<file path="config.mk">
export PLATFORM = sky130hd
export DESIGN_NAME = tlb_with_clock_replacement_unit
export DESIGN_NICKNAME = d
export VERILOG_FILES = /design/src/hw/rtl/tlbcr_pkg.sv /design/src/hw/rtl/tlbcr_ctrl.sv /design/src/hw/rtl/tlbcr_dp.sv /design/src/hw/rtl/tlb_with_clock_replacement_unit.sv
export SDC_FILE = /design/constraint.sdc
export NUM_CORES = 2
export LEC_CHECK = 0
export BUFFER_PORTS_ARGS = -buffer_cell sky130_fd_sc_hd__buf_2
export CELL_PAD_IN_SITES_DETAIL_PLACEMENT = 0
export CELL_PAD_IN_SITES_GLOBAL_PLACEMENT = 1
export CORE_UTILIZATION = 52
export DETAILED_ROUTE_END_ITERATION = 7
export MAX_ROUTING_LAYER = met4
export PLACE_DENSITY = 0.82
export SLEW_MARGIN = 40
export SYNTH_ARGS = -nofsm -noshare
export SYNTH_HDL_FRONTEND = slang
export SYNTH_SLANG_ARGS = --single-unit
</file>
<file path="constraint.sdc">
create_clock -name clk -period 5.2 [get_ports clk]
set_input_delay 0.78 -clock clk [delete_from_list [all_inputs] [get_ports clk]]
set_output_delay 0.78 -clock clk [all_outputs]
set_load 0.005 [all_outputs]
</file>
<file path="src/hw/rtl/tlbcr_pkg.sv">
`default_nettype none
package tlbcr_pkg;

	// Default buffer depth
	localparam int DEF_NUM_ENTRIES = 16;

	// Field widths
	localparam int KIND_W  = 3;
	localparam int PAGE_W  = 21;
	localparam int RKIND_W = 2;

	// Input beat kinds
	localparam logic [KIND_W-1:0] KIND_LOOKUP  = 3'd0;
	localparam logic [KIND_W-1:0] KIND_INSERT  = 3'd1;
	localparam logic [KIND_W-1:0] KIND_FLUSH   = 3'd2;
	localparam logic [KIND_W-1:0] KIND_CLR_REF = 3'd3;
	localparam logic [KIND_W-1:0] KIND_INVAL   = 3'd4;
	localparam logic [KIND_W-1:0] KIND_WB      = 3'd5;

	// Result beat kinds
	localparam logic [RKIND_W-1:0] RK_LOOKUP = 2'd0;
	localparam logic [RKIND_W-1:0] RK_EVICT  = 2'd1;
	localparam logic [RKIND_W-1:0] RK_WB     = 2'd2;

	// Commands from controller to datapath
	typedef struct packed {
		logic cap;      // latch the input beat
		logic cmp;      // parallel page compare for lookup
		logic lk_resp;  // resolve lookup and reply
		logic ins_step; // one step of the clock search
		logic wb_step;  // one step of the write-back walk
		logic flush;    // clear all valid bits
		logic clr_ref;  // clear all reference bits
		logic inval;    // invalidate matching pages
	} cmd_t;

	// Status from datapath to controller
	typedef struct packed {
		logic ins_done; // victim chosen this cycle
		logic wb_done;  // walk is at the final entry
	} status_t;

endpackage
`default_nettype wire

</file>
<file path="src/hw/rtl/tlbcr_ctrl.sv">
`default_nettype none
module tlbcr_ctrl (
	input  wire logic                         clk,
	input  wire logic                         arst_n,
	input  wire logic                         start,
	input  wire logic [tlbcr_pkg::KIND_W-1:0] kind,
	input  wire tlbcr_pkg::status_t           status,
	output tlbcr_pkg::cmd_t                   cmd,
	output logic                              busy
);
	import tlbcr_pkg::*;

	typedef enum logic [7:0] {
		S_IDLE    = 8'b0000_0001,
		S_LK_CMP  = 8'b0000_0010,
		S_LK_RESP = 8'b0000_0100,
		S_INS     = 8'b0000_1000,
		S_WB      = 8'b0001_0000,
		S_FLUSH   = 8'b0010_0000,
		S_CLR     = 8'b0100_0000,
		S_INVAL   = 8'b1000_0000
	} state_t;

	state_t state_q, state_d;
	logic   accept;

	assign busy   = (state_q != S_IDLE);
	assign accept = start && !busy;

	// Next state
	always_comb begin
		state_d = state_q;
		case (state_q)
			S_IDLE: begin
				if (accept) begin
					case (kind)
						KIND_LOOKUP:  state_d = S_LK_CMP;
						KIND_INSERT:  state_d = S_INS;
						KIND_FLUSH:   state_d = S_FLUSH;
						KIND_CLR_REF: state_d = S_CLR;
						KIND_INVAL:   state_d = S_INVAL;
						KIND_WB:      state_d = S_WB;
						default:      state_d = S_IDLE;
					endcase
				end
			end
			S_LK_CMP:  state_d = S_LK_RESP;
			S_LK_RESP: state_d = S_IDLE;
			S_INS:     state_d = status.ins_done ? S_IDLE : S_INS;
			S_WB:      state_d = status.wb_done ? S_IDLE : S_WB;
			S_FLUSH:   state_d = S_IDLE;
			S_CLR:     state_d = S_IDLE;
			S_INVAL:   state_d = S_IDLE;
			default:   state_d = S_IDLE;
		endcase
	end

	always_ff @(posedge clk or negedge arst_n) begin
		if (!arst_n) begin
			state_q <= S_IDLE;
		end else begin
			state_q <= state_d;
		end
	end

	// Command decode
	always_comb begin
		cmd          = '0;
		cmd.cap      = accept;
		cmd.cmp      = (state_q == S_LK_CMP);
		cmd.lk_resp  = (state_q == S_LK_RESP);
		cmd.ins_step = (state_q == S_INS);
		cmd.wb_step  = (state_q == S_WB);
		cmd.flush    = (state_q == S_FLUSH);
		cmd.clr_ref  = (state_q == S_CLR);
		cmd.inval    = (state_q == S_INVAL);
	end

endmodule
`default_nettype wire

</file>
<file path="src/hw/rtl/tlbcr_dp.sv">
`default_nettype none
module tlbcr_dp #(
	parameter int NUM_ENTRIES = tlbcr_pkg::DEF_NUM_ENTRIES
) (
	input  wire logic                          clk,
	input  wire logic                          arst_n,
	input  wire tlbcr_pkg::cmd_t               cmd,
	output tlbcr_pkg::status_t                 status,
	input  wire logic [tlbcr_pkg::KIND_W-1:0]  kind,
	input  wire logic [tlbcr_pkg::PAGE_W-1:0]  vpage,
	input  wire logic [tlbcr_pkg::PAGE_W-1:0]  frame,
	input  wire logic                          is_store,
	output logic                               strobe,
	output logic [tlbcr_pkg::RKIND_W-1:0]      reply_kind,
	output logic                               hit,
	output logic [tlbcr_pkg::PAGE_W-1:0]       frame_out,
	output logic                               ref_bit,
	output logic                               mod_bit,
	output logic                               last
);
	import tlbcr_pkg::*;

	localparam int IW = (NUM_ENTRIES > 1) ? $clog2(NUM_ENTRIES) : 1;
	localparam logic [IW-1:0] LAST_IDX = IW'(NUM_ENTRIES - 1);

	// Entry storage
	logic [NUM_ENTRIES-1:0] valid_q, ref_q, mod_q;
	logic [PAGE_W-1:0]      vpage_q [NUM_ENTRIES];
	logic [PAGE_W-1:0]      frame_q [NUM_ENTRIES];
	logic [IW-1:0]          hand_q;

	// Latched request and walk state
	logic [PAGE_W-1:0]      req_vpage_q, req_frame_q;
	logic                   req_store_q;
	logic [IW-1:0]          idx_q, step_q;
	logic [NUM_ENTRIES-1:0] match_q;

	// Result register
	logic                   strobe_q;
	logic [RKIND_W-1:0]     rkind_q;
	logic                   hit_q, ref_out_q, mod_out_q, last_q;
	logic [PAGE_W-1:0]      frame_out_q;

	logic                   hit_any, cand, ins_done, wb_last;
	logic [IW-1:0]          hit_idx, victim;
	logic [NUM_ENTRIES-1:0] page_eq, above;

	function automatic logic [IW-1:0] wrap_inc(input logic [IW-1:0] v);
		return (v == LAST_IDX) ? '0 : v + 1'b1;
	endfunction

	// Lowest-index hit among registered matches
	always_comb begin
		hit_idx = '0;
		for (int i = NUM_ENTRIES - 1; i >= 0; i--) begin
			if (match_q[i]) begin
				hit_idx = IW'(i);
			end
		end
	end
	assign hit_any = |match_q;

	// Clock search: test the entry under the walk index
	assign cand     = !valid_q[idx_q] || !ref_q[idx_q];
	assign victim   = cand ? idx_q : hand_q;
	assign ins_done = cand || (step_q == LAST_IDX);

	// Per-entry page compare and write-back tail test
	always_comb begin
		for (int i = 0; i < NUM_ENTRIES; i++) begin
			page_eq[i] = (vpage_q[i] == req_vpage_q);
			above[i]   = (IW'(i) > idx_q);
		end
	end
	assign wb_last = ~|(valid_q & above);

	assign status.ins_done = ins_done;
	assign status.wb_done  = (idx_q == LAST_IDX);

	// Request latch and walk counters
	always_ff @(posedge clk or negedge arst_n) begin
		if (!arst_n) begin
			idx_q  <= '0;
			step_q <= '0;
		end else begin
			if (cmd.cap) begin
				idx_q  <= (kind == KIND_WB) ? '0 : hand_q;
				step_q <= '0;
			end else if (cmd.ins_step && !ins_done) begin
				idx_q  <= wrap_inc(idx_q);
				step_q <= step_q + 1'b1;
			end else if (cmd.wb_step) begin
				idx_q  <= wrap_inc(idx_q);
			end
		end
	end

	always_ff @(posedge clk) begin
		if (cmd.cap) begin
			req_vpage_q <= vpage;
			req_frame_q <= frame;
			req_store_q <= is_store;
		end
		if (cmd.cmp) begin
			match_q <= valid_q & page_eq;
		end
	end

	// Entry updates
	always_ff @(posedge clk or negedge arst_n) begin
		if (!arst_n) begin
			valid_q <= '0;
			ref_q   <= '0;
			mod_q   <= '0;
			hand_q  <= '0;
			for (int i = 0; i < NUM_ENTRIES; i++) begin
				vpage_q[i] <= '0;
				frame_q[i] <= '0;
			end
		end else begin
			if (cmd.lk_resp && hit_any) begin
				ref_q[hit_idx] <= 1'b1;
				if (req_store_q) begin
					mod_q[hit_idx] <= 1'b1;
				end
			end
			if (cmd.ins_step && ins_done) begin
				valid_q[victim] <= 1'b1;
				ref_q[victim]   <= 1'b1;
				mod_q[victim]   <= 1'b1;
				vpage_q[victim] <= req_vpage_q;
				frame_q[victim] <= req_frame_q;
				hand_q          <= wrap_inc(victim);
			end
			if (cmd.flush) begin
				valid_q <= '0;
			end
			if (cmd.clr_ref) begin
				ref_q <= '0;
			end
			if (cmd.inval) begin
				valid_q <= valid_q & ~page_eq;
			end
		end
	end

	// Result strobe
	always_ff @(posedge clk or negedge arst_n) begin
		if (!arst_n) begin
			strobe_q <= 1'b0;
		end else begin
			strobe_q <= cmd.lk_resp
				|| (cmd.ins_step && ins_done && valid_q[victim])
				|| (cmd.wb_step && valid_q[idx_q]);
		end
	end

	// Result payload
	always_ff @(posedge clk) begin
		if (cmd.lk_resp) begin
			rkind_q     <= RK_LOOKUP;
			hit_q       <= hit_any;
			frame_out_q <= hit_any ? frame_q[hit_idx] : '0;
			ref_out_q   <= hit_any;
			mod_out_q   <= hit_any && (mod_q[hit_idx] || req_store_q);
			last_q      <= 1'b1;
		end else if (cmd.ins_step) begin
			rkind_q     <= RK_EVICT;
			hit_q       <= 1'b0;
			frame_out_q <= frame_q[victim];
			ref_out_q   <= ref_q[victim];
			mod_out_q   <= mod_q[victim];
			last_q      <= 1'b1;
		end else if (cmd.wb_step) begin
			rkind_q     <= RK_WB;
			hit_q       <= 1'b0;
			frame_out_q <= frame_q[idx_q];
			ref_out_q   <= ref_q[idx_q];
			mod_out_q   <= mod_q[idx_q];
			last_q      <= wb_last;
		end
	end

	assign strobe     = strobe_q;
	assign reply_kind = rkind_q;
	assign hit        = hit_q;
	assign frame_out  = frame_out_q;
	assign ref_bit    = ref_out_q;
	assign mod_bit    = mod_out_q;
	assign last       = last_q;

endmodule
`default_nettype wire

</file>
<file path="src/hw/rtl/tlb_with_clock_replacement_unit.sv">
`default_nettype none
// Fully associative TLB with clock replacement.
// Command channel: a beat (kind, vpage, frame, is_store) is taken at a rising
// edge where start is high and busy is low; busy stays high while it runs.
// Result channel: each result beat sits on reply_kind/hit/frame_out/ref_bit/
// mod_bit/last for exactly one cycle with strobe high; last marks the final
// beat of a command. The receiver has no back-pressure and must take it.
// Command steps while busy: lookup runs a compare state then a reply state;
//   insert tests one ring entry per cycle from the hand, at most NUM_ENTRIES
//   of them; write back walks all NUM_ENTRIES (one entry walked per cycle);
//   flush, clear R and invalidate each run one state; undefined kinds never
//   raise busy. The controller's entry walk sets insert and write-back time.
// Result beats leave in the cycle after the cycle that produces them, so the
// final beat of a command can overlap the accept of the next one.
// Reset clears every entry (valid, page, frame, R, M) and the clock hand at
// once; the unit is idle and ready as soon as reset is released.
module tlb_with_clock_replacement_unit #(
	parameter int NUM_ENTRIES = tlbcr_pkg::DEF_NUM_ENTRIES
) (
	input  wire logic                          clk,
	input  wire logic                          arst_n,
	input  wire logic                          start,
	output logic                               busy,
	input  wire logic [tlbcr_pkg::KIND_W-1:0]  kind,
	input  wire logic [tlbcr_pkg::PAGE_W-1:0]  vpage,
	input  wire logic [tlbcr_pkg::PAGE_W-1:0]  frame,
	input  wire logic                          is_store,
	output logic                               strobe,
	output logic [tlbcr_pkg::RKIND_W-1:0]      reply_kind,
	output logic                               hit,
	output logic [tlbcr_pkg::PAGE_W-1:0]       frame_out,
	output logic                               ref_bit,
	output logic                               mod_bit,
	output logic                               last
);
	import tlbcr_pkg::*;

	cmd_t    cmd;
	status_t status;

	// Sequencer
	tlbcr_ctrl u_ctrl (
		.clk    (clk),
		.arst_n (arst_n),
		.start  (start),
		.kind   (kind),
		.status (status),
		.cmd    (cmd),
		.busy   (busy)
	);

	// Entry store and result register
	tlbcr_dp #(
		.NUM_ENTRIES (NUM_ENTRIES)
	) u_dp (
		.clk        (clk),
		.arst_n     (arst_n),
		.cmd        (cmd),
		.status     (status),
		.kind       (kind),
		.vpage      (vpage),
		.frame      (frame),
		.is_store   (is_store),
		.strobe     (strobe),
		.reply_kind (reply_kind),
		.hit        (hit),
		.frame_out  (frame_out),
		.ref_bit    (ref_bit),
		.mod_bit    (mod_bit),
		.last       (last)
	);

endmodule
`default_nettype wire

</file>
==> impl_results.md <==
- Clock sinks: 827
- Status: completed
- Crit path arrival time: 4.78 ns
- Power Internal: 13.49 mW
- Clk pin slew, worst setup/hold paths: 0.06 ns
- Clock Power Share: 31.1%
- Syn Inst Count: 3901
- Min Tclk post-route: 4.312 ns
- Slew @ Worst Pin: 0.9508 ns
- Final-report setup violation count: 0
- CTS H-tree depth: 3
- Routed via count: 33200
- Maximum VDD drop: 0.3340 mV
- Worst path cell trace: mux4_2 > nand2_1 > and4_1 > o21ai_1 > and2_1 > inv_4 > buf_4 > nand2_1 > buf_4 > a21oi_1 > nor4_1 > a22oi_1
- Syn Nets: 3958
- WL per Instance: 28.11 um
- Top achievable clock speed: 231.9 MHz
- Initial antenna violation count: 1
- Synth unique cells: 82
- Slew Limit Fails: 0
- CTS buffer count: 91
- Layout cells sized above 1: 28.60%
- Crit share post-route: 82.92%
- Initial core utilization: 52.80%
- Share of synthesized registers carrying an async set or reset: 89.60%
- Placer's final routability congestion estimate: 0.9699
- Switching share of power: 36.21%
- Rel. slew slack: 36.03%
- Sequential share of the synthesized area: 46.71%
- Max incr delay on CP: 0.61 ns
- CP Depth: 12
- Cell Rows: 107
- Synth-to-Final Area Change: 11.18%
- Cell accounting for the most synthesized area: dfrtp_1
- Initial DRC count: 3655
- IO Count: 78
- Flops & latches, synth: 827
- Max cap viols: 0
- Largest net degree at the start of global routing: 123
- Clock Path Buffers: 3
- Xor-xnor portion of the synthesized cell area: 6.574%
- P_sw: 7.656 mW
- NumNets Final: 3948
- WL final: 143500 um
- Synth Flop Type: dfrtp_1
- Avg Cell Area, Syn: 11.58 sq um
- CTS tree: done
- Remaining DRCs: 0
- Post-synth EDFFs: 83
- Total Power: 21.14 mW
- Post-DP HPWL: 90380 um
- Synth area leaders: dfrtp_1 (41%), mux2_2 (16%), mux2i_1 (6.6%)
- Global Route Usage Sum: 33.47%
- First drt pass iteration count: 8
- Buf/Inv on CP: 3
- Part of the power in combinational logic: 29.6%
- Core area: 85550 sq um
- Startpoint Class: flop
- Hold bufs inserted after CTS: 0
- First-pass GRT wire length: 216500 um
- Post-CTS sizing: 0
- Die area: 88040 sq um
- Reg2reg path depth: 12
- IO buf count: 77
- Area share of the largest cell type after synthesis: 41.00%
- Lkg Pwr: 23.37 nW
- Post-synthesis simple-gate area fraction: 8.324%
- Vias in the first global route: 33050
- Post-DRT Antenna Nets: 0
- GRT overflow: 0
- Synthesized area: 45170 sq um
- Worst EP required: 5.67 ns
- Sequential group share of total power: 39.3%
- Power Density: 421.0 nW/um^2
- Slowest cell on crit path: dfrtp_4
- R2R Setup Slk: 0.89 ns
- Adder-cell share of the synthesized area: 0.2216%
- Multiplexer share of the synthesized area: 26.33%
- Ys Warns: 0
- Crit end category: flop
- Final setup TNS: 0 ns
- Vias per cell: 6.502
- Skew-Pair Late Insertion Delay: 0.67 ns
- CP max FO: 21
- Hold Path Class: primary input to asynchronous set/reset pin
- Setup Crit Path Kind: flop to flop
- Clk_skew: 0.02038 ns
- Post-CTS Setup Bufs: 0
- Root Buffer: clkbuf_16
- Main combinational cell family by area after synthesis: multiplexers
- Number of hold violations in the final report: 0
- CP top delay family: simple AND/OR/NAND/NOR gates
- RSZ-0062 raised after global routing: false
- DIE WIDTH: 296.7 um
- Die Y: 296.7 um
- Post-synthesis compound-gate area fraction: 8.045%
-- layout make-up --
cell class | instances | area (sq um)
diodes | 1 | 2.502
inverters | 34 | 136.4
fillers | 7075 | 35330
well taps | 1144 | 1431
flip-flops and latches | 827 | 21110
clock inverters | 24 | 362.8
repair buffers | 229 | 1837
clock buffers | 139 | 2679
multi-input cells | 2708 | 22660
-- cell usage after synthesis, types with 18 or more instances --
| cell type | number |
|---|---|
| dfrtp_1 | 740 |
| mux2_2 | 647 |
| nand2_1 | 363 |
| mux2i_1 | 296 |
| xor2_1 | 273 |
| clkbuf_1 | 176 |
| a21oi_1 | 131 |
| o21ai_0 | 90 |
| buf_2 | 86 |
| edfxtp_1 | 83 |
| nor4_1 | 82 |
| nor2_1 | 77 |
| o22ai_1 | 73 |
| xnor2_1 | 66 |
| nand3_1 | 57 |
| o221ai_1 | 55 |
| mux4_2 | 53 |
| a31oi_1 | 43 |
| nand4_1 | 39 |
| and3_1 | 37 |
| mux2_1 | 36 |
| inv_1 | 32 |
| nor3_1 | 31 |
| buf_1 | 30 |
| a211oi_1 | 25 |
| buf_6 | 22 |
| and2_1 | 18 |
| buf_4 | 18 |
-- path summary, 6_finish.rpt --
path / endpoint / start
hold reg to reg: u_dp.reply_kind[1] / u_dp.reply_kind[1]
setup reg to reg: u_dp.frame_out[17] / u_dp.idx_q[0]
hold / removal: u_dp.strobe / arst_n
min in group clk: u_dp.req_vpage_q[5] / vpage[5]
max in group asynchronous: u_dp.frame_q[241] / arst_n
setup / recovery: u_dp.frame_out[17] / u_dp.idx_q[0]
-- per-stage QoR --
stage          setup WS (ns)  hold WS (ns)  util [%]  area [sq um]  std cells
2_1_floorplan          1.526        0.4504         -         45170       3901
3_3_place_gp           1.034        0.4486     54.93         46990       4936
3_5_place_dp           1.036        0.4535     55.10         47140       4941
4_1_cts                1.003        0.1300     58.66         50180       5104
5_1_grt               0.7960        0.1409     58.70         50220       5106
6_report              0.8881       0.09312     58.70         50220       5106
-- power groups by stage --
| stage | clock network (mW) | registers, mW | logic, mW |
|---|---|---|---|
| global route | 6.93 | 8.38 | 6.58 |
| global placement | 0 | 8.36 | 6.02 |
| floorplan | 0 | 7.86 | 4.31 |
| finish | 6.59 | 8.30 | 6.26 |
| detailed placement | 0 | 8.37 | 6.13 |
| CTS | 6.68 | 8.26 | 6.15 |
-- cell families after synthesis --
family	Yosys count
flip-flops	827
AO/OA/AOI/OAI	554
AND/OR/NAND/NOR	772
adder cells (fa/ha/maj)	8
multiplexers	1035
buffers and inverters	366
XOR/XNOR	339
-- sequential cells by signal, summed over array words and instances, names as in the netlist --
register          count
u_dp.reply_kind       2
u_dp.ref_bit          1
u_dp.frame_out       21
u_dp.strobe           1
u_ctrl.state_q        8
u_dp.req_vpage_q     21
u_dp.mod_bit          1
u_dp.valid_q         16
u_dp.last             1
u_dp.hit              1
u_dp.mod_q           16
u_dp.match_q         16
u_dp.req_frame_q     21
u_dp.vpage_q        336
u_dp.req_store_q      1
u_dp.ref_q           16
u_dp.frame_q        336
u_dp.hand_q           4
u_dp.idx_q            4
u_dp.step_q           4
-- layer usage --
layer	part of all wire [%]	global-route usage [%]	routed length (um)	up-vias
met5	0	-	0	-
met4	5.5	16.09	7943	0
met3	8.6	7.029	12390	485
met2	46	51.15	65430	1649
met1	40	42.44	57770	16850
li1	-	-	-	14210
-- placed cells by master (no fill, tap or decap), types with 53 or more instances in the layout --
master / netlist / routed
buf_4: 18 / 125
o21ai_0: 90 / 90
o22ai_1: 73 / 73
nand3_1: 57 / 55
mux2_2: 647 / 647
dfrtp_1: 740 / 736
nor4_1: 82 / 79
nor2_1: 77 / 74
mux2i_1: 296 / 294
xor2_1: 273 / 273
nand2_1: 363 / 360
edfxtp_1: 83 / 83
a21oi_1: 131 / 129
clkbuf_16: 0 / 92
buf_2: 86 / 76
o221ai_1: 55 / 55
mux4_2: 53 / 53
xnor2_1: 66 / 66
No activity file was read; power rests on OpenSTA's default activity.
